`src/sv/soqt_pkg.sv`:
```
// Shared constants, codes and types of the shape overlap query table.
package soqt_pkg;

  localparam int MAX_SHAPES   = 16;
  localparam int COORD_BITS   = 16;
  localparam int SLOT_W       = $clog2(MAX_SHAPES);
  localparam int SIZE_W       = COORD_BITS - 1;
  localparam int DIFF_W       = COORD_BITS + 1;
  localparam int MAG_W        = COORD_BITS;
  localparam int SQ_W         = 2 * COORD_BITS;

  localparam int MODE_W       = 2;
  localparam int HANDLE_W     = 5;
  localparam int PORT_COORD_W = 16;
  localparam int PORT_SIZE_W  = 15;
  localparam int OUT_HANDLE_W = 4;
  localparam int STATUS_W     = 2;

  typedef enum logic [MODE_W-1:0] {
    MODE_REG   = 2'd0,
    MODE_DEREG = 2'd1,
    MODE_QUERY = 2'd2,
    MODE_NOP   = 2'd3
  } mode_t;

  typedef enum logic [STATUS_W-1:0] {
    STS_OK         = 2'd0,
    STS_EMPTY      = 2'd1,
    STS_BAD_HANDLE = 2'd2
  } status_t;

  typedef enum logic [2:0] {
    S_IDLE,
    S_SCAN,
    S_FLUSH,
    S_EMIT,
    S_RESP
  } state_t;

  typedef struct packed {
    logic                         kind;
    logic signed [COORD_BITS-1:0] x;
    logic signed [COORD_BITS-1:0] y;
    logic        [SIZE_W-1:0]     sx;
    logic        [SIZE_W-1:0]     sy;
  } shape_t;

  typedef struct packed {
    logic start;
    logic issue;
    logic load_resp;
    logic load_hit;
  } cmd_t;

  typedef struct packed {
    logic last_idx;
    logic pipe_empty;
    logic hit_last;
  } sts_t;

endpackage

```
`src/sv/soqt_ram.sv`:
```
// Generic single-write, single-read RAM with registered read data.
module soqt_ram #(
  parameter int WIDTH = 8,
  parameter int DEPTH = 16
) (
  input  logic                     clk,
  input  logic                     we,
  input  logic [$clog2(DEPTH)-1:0] waddr,
  input  logic [WIDTH-1:0]         wdata,
  input  logic [$clog2(DEPTH)-1:0] raddr,
  output logic [WIDTH-1:0]         rdata
);

  logic [WIDTH-1:0] mem [DEPTH];

  always_ff @(posedge clk) begin
    if (we) begin
      mem[waddr] <= wdata;
    end
    rdata <= mem[raddr];
  end

endmodule

```
`src/sv/soqt_ctrl.sv`:
```
// Control state machine: accept, slot scan, pipeline flush and result emission.
module soqt_ctrl import soqt_pkg::*; (
  input  logic              clk,
  input  logic              rst_n,
  input  logic              in_valid,
  input  logic [MODE_W-1:0] in_mode,
  output logic              in_ready,
  input  logic              out_ready,
  output logic              out_valid,
  output cmd_t              cmd,
  input  sts_t              sts
);

  state_t state_r, state_nxt;
  logic   out_valid_r, out_valid_nxt;
  logic   out_free;

  assign out_free  = !out_valid_r || out_ready;
  assign out_valid = out_valid_r;

  always_comb begin
    state_nxt = state_r;
    unique case (state_r)
      S_IDLE: begin
        if (in_valid) begin
          state_nxt = (in_mode == MODE_QUERY) ? S_SCAN : S_RESP;
        end
      end
      S_SCAN: begin
        if (sts.last_idx) begin
          state_nxt = S_FLUSH;
        end
      end
      S_FLUSH: begin
        if (sts.pipe_empty) begin
          state_nxt = S_EMIT;
        end
      end
      S_EMIT: begin
        if (out_free && sts.hit_last) begin
          state_nxt = S_IDLE;
        end
      end
      S_RESP: begin
        if (out_free) begin
          state_nxt = S_IDLE;
        end
      end
      default: state_nxt = S_IDLE;
    endcase
  end

  always_comb begin
    cmd      = '0;
    in_ready = 1'b0;
    unique case (state_r)
      S_IDLE: begin
        in_ready  = 1'b1;
        cmd.start = in_valid;
      end
      S_SCAN:  cmd.issue     = 1'b1;
      S_FLUSH: cmd           = '0;
      S_EMIT:  cmd.load_hit  = out_free;
      S_RESP:  cmd.load_resp = out_free;
      default: cmd           = '0;
    endcase
  end

  always_comb begin
    out_valid_nxt = out_valid_r;
    if (cmd.load_hit || cmd.load_resp) begin
      out_valid_nxt = 1'b1;
    end else if (out_ready) begin
      out_valid_nxt = 1'b0;
    end
  end

  always_ff @(posedge clk) begin
    if (!rst_n) begin
      state_r     <= S_IDLE;
      out_valid_r <= 1'b0;
    end else begin
      state_r     <= state_nxt;
      out_valid_r <= out_valid_nxt;
    end
  end

endmodule

```
`src/sv/soqt_dp.sv`:
```
// Datapath: slot table, overlap test pipeline, hit mask and result register.
module soqt_dp import soqt_pkg::*; (
  input  logic                    clk,
  input  logic                    rst_n,
  input  cmd_t                    cmd,
  output sts_t                    sts,
  input  logic [MODE_W-1:0]       in_mode,
  input  logic [HANDLE_W-1:0]     in_handle,
  input  logic                    in_kind,
  input  logic [PORT_COORD_W-1:0] in_pos_x,
  input  logic [PORT_COORD_W-1:0] in_pos_y,
  input  logic [PORT_SIZE_W-1:0]  in_size_x,
  input  logic [PORT_SIZE_W-1:0]  in_size_y,
  output logic                    out_hit_valid,
  output logic [OUT_HANDLE_W-1:0] out_other_handle,
  output logic                    out_last,
  output logic [STATUS_W-1:0]     out_status
);

  // Distance term of one axis (magnitude of the offset); clamp the offset to the box span when asked.
  function automatic logic [MAG_W-1:0] axis_mag(input logic signed [DIFF_W-1:0] d,
                                                input logic [SIZE_W-1:0] w,
                                                input logic clamp);
    logic signed [DIFF_W-1:0] ws;
    logic signed [DIFF_W-1:0] e;
    ws = DIFF_W'(w);
    e  = d;
    if (clamp && d >= 0) begin
      e = (d > ws) ? d - ws : '0;
    end
    return e[DIFF_W-1] ? MAG_W'(-e) : MAG_W'(e);
  endfunction

  // Inclusive interval test of one axis for two boxes.
  function automatic logic axis_touch(input logic signed [DIFF_W-1:0] d,
                                      input logic [SIZE_W-1:0] wb,
                                      input logic [SIZE_W-1:0] wa);
    logic signed [DIFF_W-1:0] wbs;
    logic signed [DIFF_W-1:0] was;
    wbs = DIFF_W'(wb);
    was = DIFF_W'(wa);
    return (d <= wbs) && (d >= -was);
  endfunction

  shape_t                in_shape;
  logic                  handle_ok;
  logic [SLOT_W-1:0]     in_slot;
  logic                  ram_we;
  logic [$bits(shape_t)-1:0] ram_rdata;

  logic [MAX_SHAPES-1:0] valid_r, valid_nxt;
  status_t               resp_sts_r, resp_sts_nxt;
  shape_t                q_r;
  logic [HANDLE_W-1:0]   skip_r;
  logic [SLOT_W-1:0]     idx_r, idx_nxt;
  logic                  live0;

  // stage 0: table read
  logic                  p0_vld_r, p0_live_r;
  logic [SLOT_W-1:0]     p0_slot_r;

  // stage 1: role selection and offsets
  shape_t                a_sh;
  logic                  swap;
  logic signed [COORD_BITS-1:0] px, qx, py, qy;
  logic signed [DIFF_W-1:0] s1_dx_nxt, s1_dy_nxt;
  logic [MAG_W-1:0]      s1_r_nxt;
  logic                  s1_vld_r, s1_live_r, s1_cc_r, s1_bb_r;
  logic [SLOT_W-1:0]     s1_slot_r;
  logic signed [DIFF_W-1:0] s1_dx_r, s1_dy_r;
  logic [SIZE_W-1:0]     s1_wx_r, s1_wy_r, s1_ax_r, s1_ay_r;
  logic [MAG_W-1:0]      s1_r_r;

  // stage 2: distances to nearest point
  logic                  s2_vld_r, s2_live_r, s2_bb_r, s2_bbok_r;
  logic [SLOT_W-1:0]     s2_slot_r;
  logic [MAG_W-1:0]      s2_mx_r, s2_my_r, s2_r_r;

  // stage 3: squares
  logic                  s3_vld_r, s3_live_r, s3_bb_r, s3_bbok_r;
  logic [SLOT_W-1:0]     s3_slot_r;
  logic [SQ_W-1:0]       s3_sqx_r, s3_sqy_r, s3_sqr_r;
  logic                  hit3;

  logic [MAX_SHAPES-1:0] mask_r, mask_nxt;
  logic [SLOT_W-1:0]     first_slot;
  logic                  any_hit;

  logic                  out_hit_r;
  logic [SLOT_W-1:0]     out_slot_r;
  logic                  out_last_r;
  status_t               out_sts_r;

  always_comb begin
    in_shape.kind = in_kind;
    in_shape.x    = in_pos_x[COORD_BITS-1:0];
    in_shape.y    = in_pos_y[COORD_BITS-1:0];
    in_shape.sx   = in_size_x[SIZE_W-1:0];
    in_shape.sy   = in_size_y[SIZE_W-1:0];
  end

  assign handle_ok = int'(in_handle) < MAX_SHAPES;
  assign in_slot   = SLOT_W'(in_handle);

  always_comb begin
    valid_nxt    = valid_r;
    resp_sts_nxt = resp_sts_r;
    ram_we       = 1'b0;
    if (cmd.start) begin
      resp_sts_nxt = STS_OK;
      if (in_mode == MODE_REG || in_mode == MODE_DEREG) begin
        if (!handle_ok) begin
          resp_sts_nxt = STS_BAD_HANDLE;
        end else if (in_mode == MODE_REG) begin
          ram_we             = 1'b1;
          valid_nxt[in_slot] = 1'b1;
        end else if (!valid_r[in_slot]) begin
          resp_sts_nxt = STS_EMPTY;
        end else begin
          valid_nxt[in_slot] = 1'b0;
        end
      end
    end
  end

  soqt_ram #(
    .WIDTH ($bits(shape_t)),
    .DEPTH (MAX_SHAPES)
  ) u_ram (
    .clk   (clk),
    .we    (ram_we),
    .waddr (in_slot),
    .wdata (in_shape),
    .raddr (idx_r),
    .rdata (ram_rdata)
  );

  always_comb begin
    idx_nxt = idx_r;
    if (cmd.start) begin
      idx_nxt = '0;
    end else if (cmd.issue) begin
      idx_nxt = idx_r + SLOT_W'(1);
    end
  end

  assign live0 = valid_r[idx_r] && (HANDLE_W'(idx_r) != skip_r);

  // When the stored shape is a box and the query a circle, swap so the circle sits on the left.
  always_comb begin
    a_sh      = shape_t'(ram_rdata);
    swap      = a_sh.kind && !q_r.kind;
    px        = swap ? q_r.x : a_sh.x;
    qx        = swap ? a_sh.x : q_r.x;
    py        = swap ? q_r.y : a_sh.y;
    qy        = swap ? a_sh.y : q_r.y;
    s1_dx_nxt = DIFF_W'(px) - DIFF_W'(qx);
    s1_dy_nxt = DIFF_W'(py) - DIFF_W'(qy);
    s1_r_nxt  = (a_sh.kind ? '0 : MAG_W'(a_sh.sx)) + (q_r.kind ? '0 : MAG_W'(q_r.sx));
  end

  assign hit3 = s3_live_r &&
                (s3_bb_r ? s3_bbok_r
                         : ((SQ_W+1)'(s3_sqx_r) + (SQ_W+1)'(s3_sqy_r) <=
                            (SQ_W+1)'(s3_sqr_r)));

  always_comb begin
    first_slot = '0;
    for (int i = MAX_SHAPES - 1; i >= 0; i--) begin
      if (mask_r[i]) begin
        first_slot = SLOT_W'(i);
      end
    end
  end

  assign any_hit = |mask_r;

  always_comb begin
    mask_nxt = mask_r;
    if (cmd.start) begin
      mask_nxt = '0;
    end
    if (s3_vld_r && hit3) begin
      mask_nxt[s3_slot_r] = 1'b1;
    end
    if (cmd.load_hit && any_hit) begin
      mask_nxt[first_slot] = 1'b0;
    end
  end

  assign sts.last_idx   = idx_r == SLOT_W'(MAX_SHAPES - 1);
  assign sts.pipe_empty = !(p0_vld_r || s1_vld_r || s2_vld_r || s3_vld_r);
  assign sts.hit_last   = (mask_r & (mask_r - MAX_SHAPES'(1))) == '0;

  always_ff @(posedge clk) begin
    if (!rst_n) begin
      valid_r  <= '0;
      idx_r    <= '0;
      mask_r   <= '0;
      p0_vld_r <= 1'b0;
      s1_vld_r <= 1'b0;
      s2_vld_r <= 1'b0;
      s3_vld_r <= 1'b0;
    end else begin
      valid_r  <= valid_nxt;
      idx_r    <= idx_nxt;
      mask_r   <= mask_nxt;
      p0_vld_r <= cmd.issue;
      s1_vld_r <= p0_vld_r;
      s2_vld_r <= s1_vld_r;
      s3_vld_r <= s2_vld_r;
    end
  end

  always_ff @(posedge clk) begin
    resp_sts_r <= resp_sts_nxt;
    if (cmd.start) begin
      q_r    <= in_shape;
      skip_r <= in_handle;
    end

    p0_live_r <= live0;
    p0_slot_r <= idx_r;

    s1_live_r <= p0_live_r;
    s1_slot_r <= p0_slot_r;
    s1_cc_r   <= !a_sh.kind && !q_r.kind;
    s1_bb_r   <= a_sh.kind && q_r.kind;
    s1_dx_r   <= s1_dx_nxt;
    s1_dy_r   <= s1_dy_nxt;
    s1_wx_r   <= swap ? a_sh.sx : q_r.sx;
    s1_wy_r   <= swap ? a_sh.sy : q_r.sy;
    s1_ax_r   <= a_sh.sx;
    s1_ay_r   <= a_sh.sy;
    s1_r_r    <= s1_r_nxt;

    s2_live_r <= s1_live_r;
    s2_slot_r <= s1_slot_r;
    s2_bb_r   <= s1_bb_r;
    s2_bbok_r <= axis_touch(s1_dx_r, s1_wx_r, s1_ax_r) &&
                 axis_touch(s1_dy_r, s1_wy_r, s1_ay_r);
    s2_mx_r   <= axis_mag(s1_dx_r, s1_wx_r, !s1_cc_r);
    s2_my_r   <= axis_mag(s1_dy_r, s1_wy_r, !s1_cc_r);
    s2_r_r    <= s1_r_r;

    s3_live_r <= s2_live_r;
    s3_slot_r <= s2_slot_r;
    s3_bb_r   <= s2_bb_r;
    s3_bbok_r <= s2_bbok_r;
    s3_sqx_r  <= s2_mx_r * s2_mx_r;
    s3_sqy_r  <= s2_my_r * s2_my_r;
    s3_sqr_r  <= s2_r_r * s2_r_r;

    if (cmd.load_resp) begin
      out_hit_r  <= 1'b0;
      out_slot_r <= '0;
      out_last_r <= 1'b1;
      out_sts_r  <= resp_sts_r;
    end else if (cmd.load_hit) begin
      out_hit_r  <= any_hit;
      out_slot_r <= any_hit ? first_slot : '0;
      out_last_r <= sts.hit_last;
      out_sts_r  <= STS_OK;
    end
  end

  assign out_hit_valid    = out_hit_r;
  assign out_other_handle = OUT_HANDLE_W'(out_slot_r);
  assign out_last         = out_last_r;
  assign out_status       = out_sts_r;

endmodule

```
`src/sv/shape_overlap_query_table.sv`:
```
// Top level of the shape overlap query table: controller plus datapath.
// Holds up to 16 circles or axis-aligned boxes, one per slot. Register and
// deregister (and the unused mode) give a single result marked last. A query
// scans the slot table one slot per cycle through the single read port of the
// shape RAM, then lets the overlap pipeline (read, offset, clamp, square,
// compare) drain, then emits one result per hit (a single one when nothing is
// hit), one per cycle while the receiver does not hold them off. One input
// transaction is worked on at a time; the next is accepted once the previous
// result has been loaded into the output register, even while it waits there.
module shape_overlap_query_table import soqt_pkg::*; (
  input  logic                    clk,
  input  logic                    rst_n,
  input  logic                    in_valid,
  output logic                    in_ready,
  input  logic [MODE_W-1:0]       in_mode,
  input  logic [HANDLE_W-1:0]     in_handle,
  input  logic                    in_kind,
  input  logic [PORT_COORD_W-1:0] in_pos_x,
  input  logic [PORT_COORD_W-1:0] in_pos_y,
  input  logic [PORT_SIZE_W-1:0]  in_size_x,
  input  logic [PORT_SIZE_W-1:0]  in_size_y,
  output logic                    out_valid,
  input  logic                    out_ready,
  output logic                    out_hit_valid,
  output logic [OUT_HANDLE_W-1:0] out_other_handle,
  output logic                    out_last,
  output logic [STATUS_W-1:0]     out_status
);

  cmd_t cmd;
  sts_t sts;

  soqt_ctrl u_ctrl (
    .clk       (clk),
    .rst_n     (rst_n),
    .in_valid  (in_valid),
    .in_mode   (in_mode),
    .in_ready  (in_ready),
    .out_ready (out_ready),
    .out_valid (out_valid),
    .cmd       (cmd),
    .sts       (sts)
  );

  soqt_dp u_dp (
    .clk              (clk),
    .rst_n            (rst_n),
    .cmd              (cmd),
    .sts              (sts),
    .in_mode          (in_mode),
    .in_handle        (in_handle),
    .in_kind          (in_kind),
    .in_pos_x         (in_pos_x),
    .in_pos_y         (in_pos_y),
    .in_size_x        (in_size_x),
    .in_size_y        (in_size_y),
    .out_hit_valid    (out_hit_valid),
    .out_other_handle (out_other_handle),
    .out_last         (out_last),
    .out_status       (out_status)
  );

endmodule
```
`config.mk`:
```
export PLATFORM = sky130hd
export DESIGN_NAME = shape_overlap_query_table
export DESIGN_NICKNAME = d
export VERILOG_FILES = /design/src/sv/soqt_pkg.sv /design/src/sv/soqt_ram.sv /design/src/sv/soqt_ctrl.sv /design/src/sv/soqt_dp.sv /design/src/sv/shape_overlap_query_table.sv
export SDC_FILE = /design/constraint.sdc
export NUM_CORES = 2
export LEC_CHECK = 0
export BUFFER_PORTS_ARGS = -buffer_cell sky130_fd_sc_hd__buf_4
export CAP_MARGIN = 40
export CELL_PAD_IN_SITES_DETAIL_PLACEMENT = 1
export CELL_PAD_IN_SITES_GLOBAL_PLACEMENT = 2
export CORE_ASPECT_RATIO = 1.1
export CORE_MARGIN = 2
export CORE_UTILIZATION = 40
export CTS_CLUSTER_DIAMETER = 50
export DETAILED_ROUTE_END_ITERATION = 16
export PLACE_DENSITY_LB_ADDON = 0.1
export SLEW_MARGIN = 20
export SYNTH_ARGS = -nofsm -noshare
export SYNTH_HDL_FRONTEND = slang
export SYNTH_SLANG_ARGS = --single-unit
```
`constraint.sdc`:
```
create_clock -name clk -period 11.1 [get_ports clk]
set_input_delay 1.665 -clock clk [delete_from_list [all_inputs] [get_ports clk]]
set_output_delay 1.665 -clock clk [all_outputs]
set_load 0.05 [all_outputs]
```
==> results.toml <==
[status]
status = "finished clean"

[global_route]
grt_max_degree = 141
overflow = 0
grt_pass1_wl_um = 321000
grt_pass1_vias = 50900
antenna_found_initial = 11
globalRouteTotalUtil_pct = 20.9

[route]
detail-route-antenna-nets = 0
drc = 0
wl_per_cell_um = 23.8
drtPass1Iterations = 5
drt_iter0_drc = 2588
drt_wl_total_um = 210000
dr_total_vias = 46100
vias_per_cell = 5.22

[logic_synthesis]
syn_area_um2 = 79900
async_flop_share_pct = 0
syn_area_per_cell_um2 = 13.5
synthAdderAreaFrac_pct = 19.7
syn_inst = 5921
synth_simple_gate_area_share_pct = 7.43
syn-num-nets = 6933
synth-xor-area-share_pct = 2.85
yosysSeqAreaShare_pct = 50.4
synth_flop_cell = "edfxtp_1"
synth.distinct_cells = 99
synthMuxAreaShare_pct = 9.28
synth_warnings = 0
synth_top_family_by_area = "adder cells"
synth_compound_area_share_pct = 5.65
ys_ff_latch = 1470
synth_edf_count = 1080

[die]
dieArea_um2 = 203000
io_pins = 84
core-area_um2 = 199000
die_h_um = 473
rows = 172
start_util_pct = 40.1
die_x_um = 430

[timing]
finClkSkew_ns = 0.0576
period_share_pct = 62.7
tightest_slew_ns = 1.14
drv_slew = 0
period_minus_slack_ns = 6.96
setup_viol = 0
hold_viol = 0
setup_tns_ns = 0
grt_setup_unrepaired = "false"
worst_slew_margin_rel_pct = 23.7
max_freq_mhz = 144

[setup_path]
worstPathMaxFanout = 12
critPathMostFrequentCell = "fa_1"
rr_worst_depth = 24
critical_path_class = "register to register"
r2r_slack_ns = 4.14
worst_ep_arrival_time_ns = 7.70
cp_slowest_cell = "dfxtp_1"
worstReg2RegEnd = "u_dp.s3_sqx_r[31]"
crit_path_cell_trace = "inv_1 -> nor2_1 -> fa_1 -> fa_1 -> fa_1 -> fa_1 -> fa_1 -> inv_1 -> fa_1 -> inv_1 -> ha_1 -> nor2b_1 -> o21ai_0 -> nand2b_1 -> a21o_1 -> a21oi_1 -> nor2b_1 -> o21ai_0 -> o311a_1 -> o31ai_1 -> o41a_1 -> a21o_1 -> a21oi_1 -> xnor2_1"
max_stage_delay_ns = 0.70
end_kind = "register"
startpoint_type = "register"
cp_data_required_time_ns = 11.84
timing.rr.start = "u_dp.s2_mx_r[10]"

[cts]
clk_pin_slew_ns = 0.06
cts_max_path_buffers = 3
cts_hold_buf = 0
cts_resized = 0
cts_tree = "built"
cts_sinks = 1470
cts_setup_buffers = 0
htreeDepth = 4
clockRootBuffer = "clkbuf_16"
clkLatencyLatePin_ns = 0.84
cts_made_buffers = 169

[hold_path]
min_from = "u_dp.s1_slot_r[2]"
hold_end = "u_dp.s2_slot_r[2]"
min_path_type = "register to register"
hold-path-cell-count = 0

[place]
portBuffers = 83
place.gp.congestion = 0.810
dp_hpwl_um = 148000

[cells_and_area]
area_growth_syn_to_layout_pct = 12.5
drive_gt1_share_pct = 13.6
fin_util_pct = 45.1
fill_cells = 20000
nets = 7084

[flow_run]
cap_violations = 0
## flip-flops by register name, indices dropped and copies added (netlist names), 16 cells and up
name              cells
u_dp.u_ram.rdata     63
u_dp.s1_dy_r         17
u_dp.u_ram.mem     1008
u_dp.s2_my_r         16
u_dp.mask_r          16
u_dp.s3_sqy_r        31
u_dp.s1_r_r          16
u_dp.q_r             63
u_dp.valid_r         16
u_dp.s2_r_r          16
u_dp.s2_mx_r         16
u_dp.s3_sqx_r        31
u_dp.s1_dx_r         17
u_dp.s3_sqr_r        31
## synth_stat cells, types with 78 or more instances
master / n / area share, %
nor2b_1: 89 / 0.70
a21oi_1: 188 / 1.2
o21ai_0: 112 / 0.70
dfxtp_1: 390 / 9.8
and2_1: 133 / 1.0
xnor2_1: 182 / 2.0
nand2_1: 460 / 2.2
mux4_2: 324 / 9.1
nor2_1: 250 / 1.2
edfxtp_1: 1080 / 41
fa_1: 495 / 12
ha_1: 443 / 6.9
inv_1: 800 / 3.8
a21o_1: 79 / 0.74
clkbuf_1: 140 / 0.66
xor2_1: 78 / 0.86
## critical path, delay by kind of cell, from the launching register on
kind,cells,cell delay (ns)
XOR/XNOR,1,0.13
AO/OA/AOI/OAI,9,1.84
adder cells (fa/ha/maj),7,3.23
flip-flops,1,0.70
AND/OR/NAND/NOR,4,0.63
buffers and inverters,3,0.37
## final cells by class
cell class / count / area (um^2) / area share (%)
multi-input combinational: 3471 / 36000 / 40.1
clock buffer: 233 / 4740 / 5.28
clock inverter: 87 / 1140 / 1.26
antenna: 6 / 15.0 / 0.0167
inverter: 800 / 3010 / 3.34
sequential: 1470 / 40300 / 44.8
tap: 2610 / 3270 / 3.63
timing repair buffer: 160 / 1400 / 1.56
## worst max path at each step
stage                      startpoint                   end  slack (ns)  cells after the start
floorplan           u_ctrl.state_r[0]  u_dp.u_ram.mem[8][0]        3.52                      6
global placement      u_dp.s2_my_r[2]     u_dp.s3_sqy_r[31]        4.08                     22
detailed placement   u_dp.s2_mx_r[10]     u_dp.s3_sqx_r[31]        4.15                     24
CTS                  u_dp.s2_mx_r[10]     u_dp.s3_sqx_r[31]        4.11                     24
global route         u_dp.s2_mx_r[12]     u_dp.s3_sqx_r[31]        3.64                     25
finish               u_dp.s2_mx_r[10]     u_dp.s3_sqx_r[31]        4.14                     24
## metal layers
layer | routed length (um) | GRT usage, % | vias to the layer above | share of wire (%)
met3 | 5960 | 2.59 | 264 | 2.8
met5 | 34 | 0 | - | 0.016
met1 | 90600 | 26.8 | 24000 | 43
met4 | 4840 | 5.54 | 6 | 2.3
li1 | - | - | 21100 | -
met2 | 109000 | 37.5 | 655 | 52
## through the flow
step           instance area [um^2]  setup slack, ns  hold WS (ns)  cells
4_1_cts                       89800             4.11         0.324   8826
3_3_place_gp                  83600             4.08         0.311   8491
6_report                      89800             4.14         0.321   8837
5_1_grt                       89800             3.64         0.324   8833
2_1_floorplan                 79900             3.52         0.310   5921
3_5_place_dp                  83900             4.15         0.313   8506
## kinds of logic (layout without fill, tap and decap cells)
group	count (synthesis)	count (layout)
muxes	335	335
DFF	1470	1470
AOI/OAI and AO/OA	674	674
and+or+nand+nor	1234	1234
buffers and inverters	980	1280
xor gates and xnor gates	260	260
other	0	6
adders and majority gates	968	968
## cell usage in the layout (no fill, tap or decap), types with 13 or more instances in the layout
cell type	n
a211oi_1	14
a21boi_0	21
a21o_1	79
a21oi_1	188
a31oi_1	25
and2_1	133
and3_1	22
buf_4	139
bufinv_16	15
clkbuf_1	41
clkbuf_16	173
clkbuf_8	19
clkinv_2	17
dfxtp_1	386
edfxtp_1	1080
fa_1	495
ha_1	443
inv_1	799
inv_6	13
maj3_1	26
mux4_2	324
nand2_1	460
nand2b_1	49
nand3_1	53
nand4_1	28
nor2_1	237
nor2b_1	89
nor3_1	40
nor4_1	18
o21a_1	25
o21ai_0	112
o21ai_1	13
o21bai_1	43
o31ai_1	24
or2_2	21
xnor2_1	182
xor2_1	78
Power is left out: the tool's default activity adds up to more than one toggle a clock period on the data nets, which glitch-free logic cannot reach.
